===== src/rtl/rlpd_pkg.sv =====
// rlpd_pkg: widths, codes, microcode word layout and the microcode program
// for the rate-limited pd joint controller
// depends on nothing; every other file of the block imports it
package rlpd_pkg;

   localparam int DATA_W     = 32;
   localparam int GAIN_W     = 31;
   localparam int STIME_W    = 24;
   localparam int JOINT_W    = 5;
   localparam int CSR_IDX_W  = 3;
   localparam int MUL_A_W    = 33;
   localparam int MUL_B_W    = 32;
   localparam int PROD_W     = MUL_A_W + MUL_B_W;

   localparam logic [STIME_W-1:0] STEP_TIME_RESET     = 24'd33554;
   localparam logic [GAIN_W-1:0]  STEP_TIME_INV_RESET = 31'd32768000;

   // register indexes on the csr channel
   typedef enum logic [CSR_IDX_W-1:0] {
      CSR_GAIN_P        = 3'd0,
      CSR_GAIN_D        = 3'd1,
      CSR_MAX_RATE      = 3'd2,
      CSR_STEP_TIME     = 3'd3,
      CSR_STEP_TIME_INV = 3'd4
   } csr_reg_type;

   // microcode addresses
   typedef enum logic [3:0] {
      STEP_IDLE     = 4'd0,
      STEP_LOAD     = 4'd1,
      STEP_MUL_RATE = 4'd2,
      STEP_CLAMP    = 4'd3,
      STEP_MUL_STEP = 4'd4,
      STEP_UPDATE   = 4'd5,
      STEP_MUL_P    = 4'd6,
      STEP_ACC_P    = 4'd7,
      STEP_EMIT     = 4'd8
   } step_type;

   typedef enum logic [2:0] {
      MUL_NONE,
      MUL_RATE,
      MUL_STEP,
      MUL_P,
      MUL_D
   } mul_sel_type;

   typedef enum logic [1:0] {
      RATE_HOLD,
      RATE_ZERO,
      RATE_CLAMP
   } rate_op_type;

   typedef enum logic [1:0] {
      SP_HOLD,
      SP_LOAD,
      SP_UPDATE
   } sp_op_type;

   typedef enum logic {
      JMP_NONE,
      JMP_HELD
   } jmp_type;

   // one control word
   typedef struct packed {
      mul_sel_type mul_sel;
      rate_op_type rate_op;
      sp_op_type   sp_op;
      logic        acc_load;
      logic        mem_wr;
      logic        out_load;
      jmp_type     jmp;
      step_type    jmp_target;
      logic        last;
   } ucode_type;

   // microcode program
   function automatic ucode_type ucode_rom(input step_type step);
      ucode_type w;
      w = '0;
      w.jmp_target = STEP_IDLE;
      case (step)
         STEP_LOAD: begin
            w.sp_op      = SP_LOAD;
            w.rate_op    = RATE_ZERO;
            w.jmp        = JMP_HELD;
            w.jmp_target = STEP_MUL_P;
         end
         STEP_MUL_RATE: begin
            w.mul_sel = MUL_RATE;
         end
         STEP_CLAMP: begin
            w.rate_op = RATE_CLAMP;
         end
         STEP_MUL_STEP: begin
            w.mul_sel = MUL_STEP;
         end
         STEP_UPDATE: begin
            w.sp_op  = SP_UPDATE;
            w.mem_wr = 1'b1;
         end
         STEP_MUL_P: begin
            w.mul_sel = MUL_P;
         end
         STEP_ACC_P: begin
            w.acc_load = 1'b1;
            w.mul_sel  = MUL_D;
         end
         STEP_EMIT: begin
            w.out_load = 1'b1;
            w.last     = 1'b1;
         end
         default: begin
            w.last = 1'b0;
         end
      endcase
      return w;
   endfunction

endpackage


===== src/rtl/rlpd_mul.sv =====
// rlpd_mul: shared signed multiplier with a registered product
// depends on rlpd_pkg for operand and product widths
module rlpd_mul import rlpd_pkg::*; (
   input  logic                      clock,
   input  logic                      enable,
   input  logic signed [MUL_A_W-1:0] op_a,
   input  logic signed [MUL_B_W-1:0] op_b,
   output logic signed [PROD_W-1:0]  product
);

   logic signed [PROD_W-1:0] product_ff;
   logic signed [PROD_W-1:0] product_in;

   // full-width product, held when no step uses the multiplier
   always_comb begin
      product_in = enable ? op_a * op_b : product_ff;
   end

   always_ff @(posedge clock) begin
      product_ff <= product_in;
   end

   assign product = product_ff;

endmodule


===== config.mk =====
export PLATFORM = sky130hd
export DESIGN_NAME = rlpd_mul
export DESIGN_NICKNAME = d
export VERILOG_FILES = /design/src/rtl/rlpd_pkg.sv /design/src/rtl/rlpd_mul.sv
export SDC_FILE = /design/constraint.sdc
export NUM_CORES = 2
export LEC_CHECK = 0
export ABC_AREA = 1
export BUFFER_PORTS_ARGS = -buffer_cell sky130_fd_sc_hd__buf_2
export CAP_MARGIN = 20
export CORE_MARGIN = 2
export CORE_UTILIZATION = 53
export CTS_CLUSTER_SIZE = 14
export DETAILED_ROUTE_END_ITERATION = 16
export HOLD_SLACK_MARGIN = 0.06
export PLACE_DENSITY = 0.7
export SYNTH_ARGS = -nofsm -noshare
export SYNTH_HDL_FRONTEND = slang
export SYNTH_SLANG_ARGS = --single-unit

===== constraint.sdc =====
create_clock -name clock -period 8.75 [get_ports clock]
set_input_delay 0.875 -clock clock [delete_from_list [all_inputs] [get_ports clock]]
set_output_delay 0.875 -clock clock [all_outputs]
set_load 0.01 [all_outputs]

==> summary.txt <==
Status: finished, final reports clean
Inserted Clock Buffers: 9
Placed Area: 0.0435 sq mm
Critical path startpoint category: primary input
Post-layout nets: 6,611
Gp weighted congestion: 0.977
Core Region: 0.0786 sq mm
DRC viols: 0
Synthesis-stage register bit count: 65
Slew Viols, Final: 0
Max-cap violation count: 0
Clk buf depth: 2
Area of the multi-input gates: 0.0325 sq mm
Hold Buf Count CTS: 0
First-pass detailed-route iteration total: 5
Die area: 0.0813 sq mm
Cell Area, Synth: 0.0419 sq mm
Vias in the first global route: 35,519
Hold Crit Class: in2reg
Initial core utilization: 53.3%
Via density: 5.04
Rows: 103
Register Area: 0.00195 sq mm
Post-synthesis async set-or-reset flop share: 0%
Largest register FFs: 65
Yosys warning total: 0
Grt total ovfl: 0
DP Wirelength: 99.2 mm
CP max stage cell: fa_1
Ports: 132
Critical hold path startpoint: enable
Period utilisation layout: 90.3%
Filler Cell Count: 7,371
Crit. Startpoint: op_b[8]
Post-cts sizing count: 0
Tightest Pin Transition: 0.903 ns
Total Wirelength: 114 mm
Clk slew on worst S/H paths: 0.08 ns
Via count: 31,769
Post-Synth Adder-Cell Area: 58.7%
Pin count of the biggest net entering global routing: 66
Final ANT Viol Nets: 0
CP max stage delay: 0.79 ns
Post-synthesis compound-gate area fraction: 1.26%
Final setup viols: 0
Drt wl/cell: 18.0 um
Initial antenna violation count: 12
Largest family of logic cells by synthesized area: adder cells
Crit path arrival time: 8.01 ns
Synth top area share: 53.1%
TritonCTS clock tree: built
Finished Cell Area: 0.0439 sq mm
Synth Area per Inst: 7.96 sq um
Non-Filler Instances: 6,305
Gate Count Post-Synth: 5,265
Critical setup path kind: in2reg
H-tree levels: 3
Most used cell, CP: fa_1
Die height: 285 um
CP Cell Sequence: buf_2, nand2_1, fa_1, fa_1, fa_1, inv_1, fa_1, fa_1, fa_1, inv_1, fa_1, inv_1, fa_1, ha_1, nand2_1, nor2_1, nand2_1, nor4_1, nand2_1, nand3_1, nand2_1
Worst EP required: 8.86 ns
Placed cells: 6,285
F_max: 0.127 GHz
Post-Synth Simple-Gate Area: 17.0%
Die W: 285 um
Post-synthesis xor/xnor area fraction: 0.732%
Largest area contributor in the netlist: fa_1
Max_slew headroom: 39.8%
Number of flops mapped to enable cells by yosys: 65
Synth area leaders: fa_1 53%, inv_1 16%, nand2_1 14%
GRT Util Overall: 29.9%
PortBufs: 131
Clk sinks: 65
Dominant synthesized flop cell: edfxtp_1
Final-report hold violation count: 0
First-pass GRT wire length: 188 mm
RSZ-0062 raised after global routing: false
Critical Path Fanout Max: 33
Endpoint of the most critical setup path: product[62]$_DFFE_PP_
Setup Total Neg Slack: 0 ns
Share of cells above drive strength 1: 4.91%
Synth Net Count: 6,630
DRT iter0 DRCs: 2,422
Area Overhead vs Synth: 4.77%
WHS: 1.29 ns
Clock root buffer: clkbuf_16
Seq/Total Area, Yosys: 4.66%
Critical path capture point type: flop
Setup Buffers After CTS: 0
Mux share of post-synthesis cell area: 0%
Synth unique cells: 35
Final worst path period need: 7.90 ns
[critical path, delay by kind of cell]
kind,cells,cell delay [ns]
fa+ha+maj,9,4.74
buf+inv,4,1.06
simple gates,8,1.33
[Yosys cell counts (5+ instances only)]
library cell  number
inv_1           1744
ha_1             186
a21oi_1           61
nand4_1           21
or2_2              5
nand3_1           76
nand2_1         1518
edfxtp_1          65
o21bai_1          14
o21ai_0           15
nor4_1             5
nor3_1             5
fa_1            1112
clkbuf_1         222
xor2_1            32
nor2_2            10
nand2_2           12
nor2_1           124
nand3_2            7
[through the flow]
stage	util, %	setup slack, ns
after global placement	55.4	0.574
after detailed placement	55.4	0.497
after CTS	55.8	0.839
final	55.8	0.845
after global routing	55.8	0.427
after floorplan	-	0.927
[cell usage in the layout (no fill, tap or decap), types with 7 or more instances in the layout]
cell type  count
inv_1       1744
nand3_2        7
nor2_2        10
o21bai_1      14
buf_2        131
edfxtp_1      65
xor2_1        32
nand3_1       76
a21oi_1       61
nor2_1       124
nand4_1       21
clkbuf_16      9
fa_1        1112
buf_4         64
ha_1         186
o21ai_0       15
nand2_2       12
nand2_1     1518
[worst min-delay path by stage]
| stage | to | slack (ns) | depth (start not counted) |
|---|---|---|---|
| 2_1_floorplan | product[0]$_DFFE_PP_ | 0.99 | 0 |
| 3_3_place_gp | product[16] | 1.29 | 1 |
| 3_5_place_dp | product[0] | 1.28 | 1 |
| 4_1_cts | product[35]$_DFFE_PP_ | 1.30 | 2 |
| 5_1_grt | product[47]$_DFFE_PP_ | 1.32 | 2 |
| 6_report | product[35]$_DFFE_PP_ | 1.29 | 2 |
[cell families after synthesis]
family	after synthesis
flip-flops	65
AND/OR/NAND/NOR	1798
XOR/XNOR	35
AO/OA/AOI/OAI	96
buffers and inverters	1973
adder cells (fa/ha/maj)	1298
[layer usage]
| metal | routed length, um | GRT usage, % | part of all wire, % |
|---|---|---|---|
| met1 | 43100 | 37.0 | 38 |
| met2 | 58000 | 53.1 | 51 |
| met3 | 6810 | 3.25 | 6.0 |
| met4 | 5700 | 12.8 | 5.0 |
| met5 | 77 | 0 | 0.068 |
[area by class of cell]
class | count | share of cell area [%]
diodes | 4 | 0.0228
clock buffers | 9 | 0.513
clock inverters | 7 | 0.322
inverters | 1747 | 14.9
multi-input cells | 3227 | 74.1
flip-flops and latches | 65 | 4.45
well taps | 1050 | 2.99
repair buffers | 196 | 2.63
Power is not shown: default switching activity piles up to over one toggle a cycle in this logic, so the estimate is an artifact.
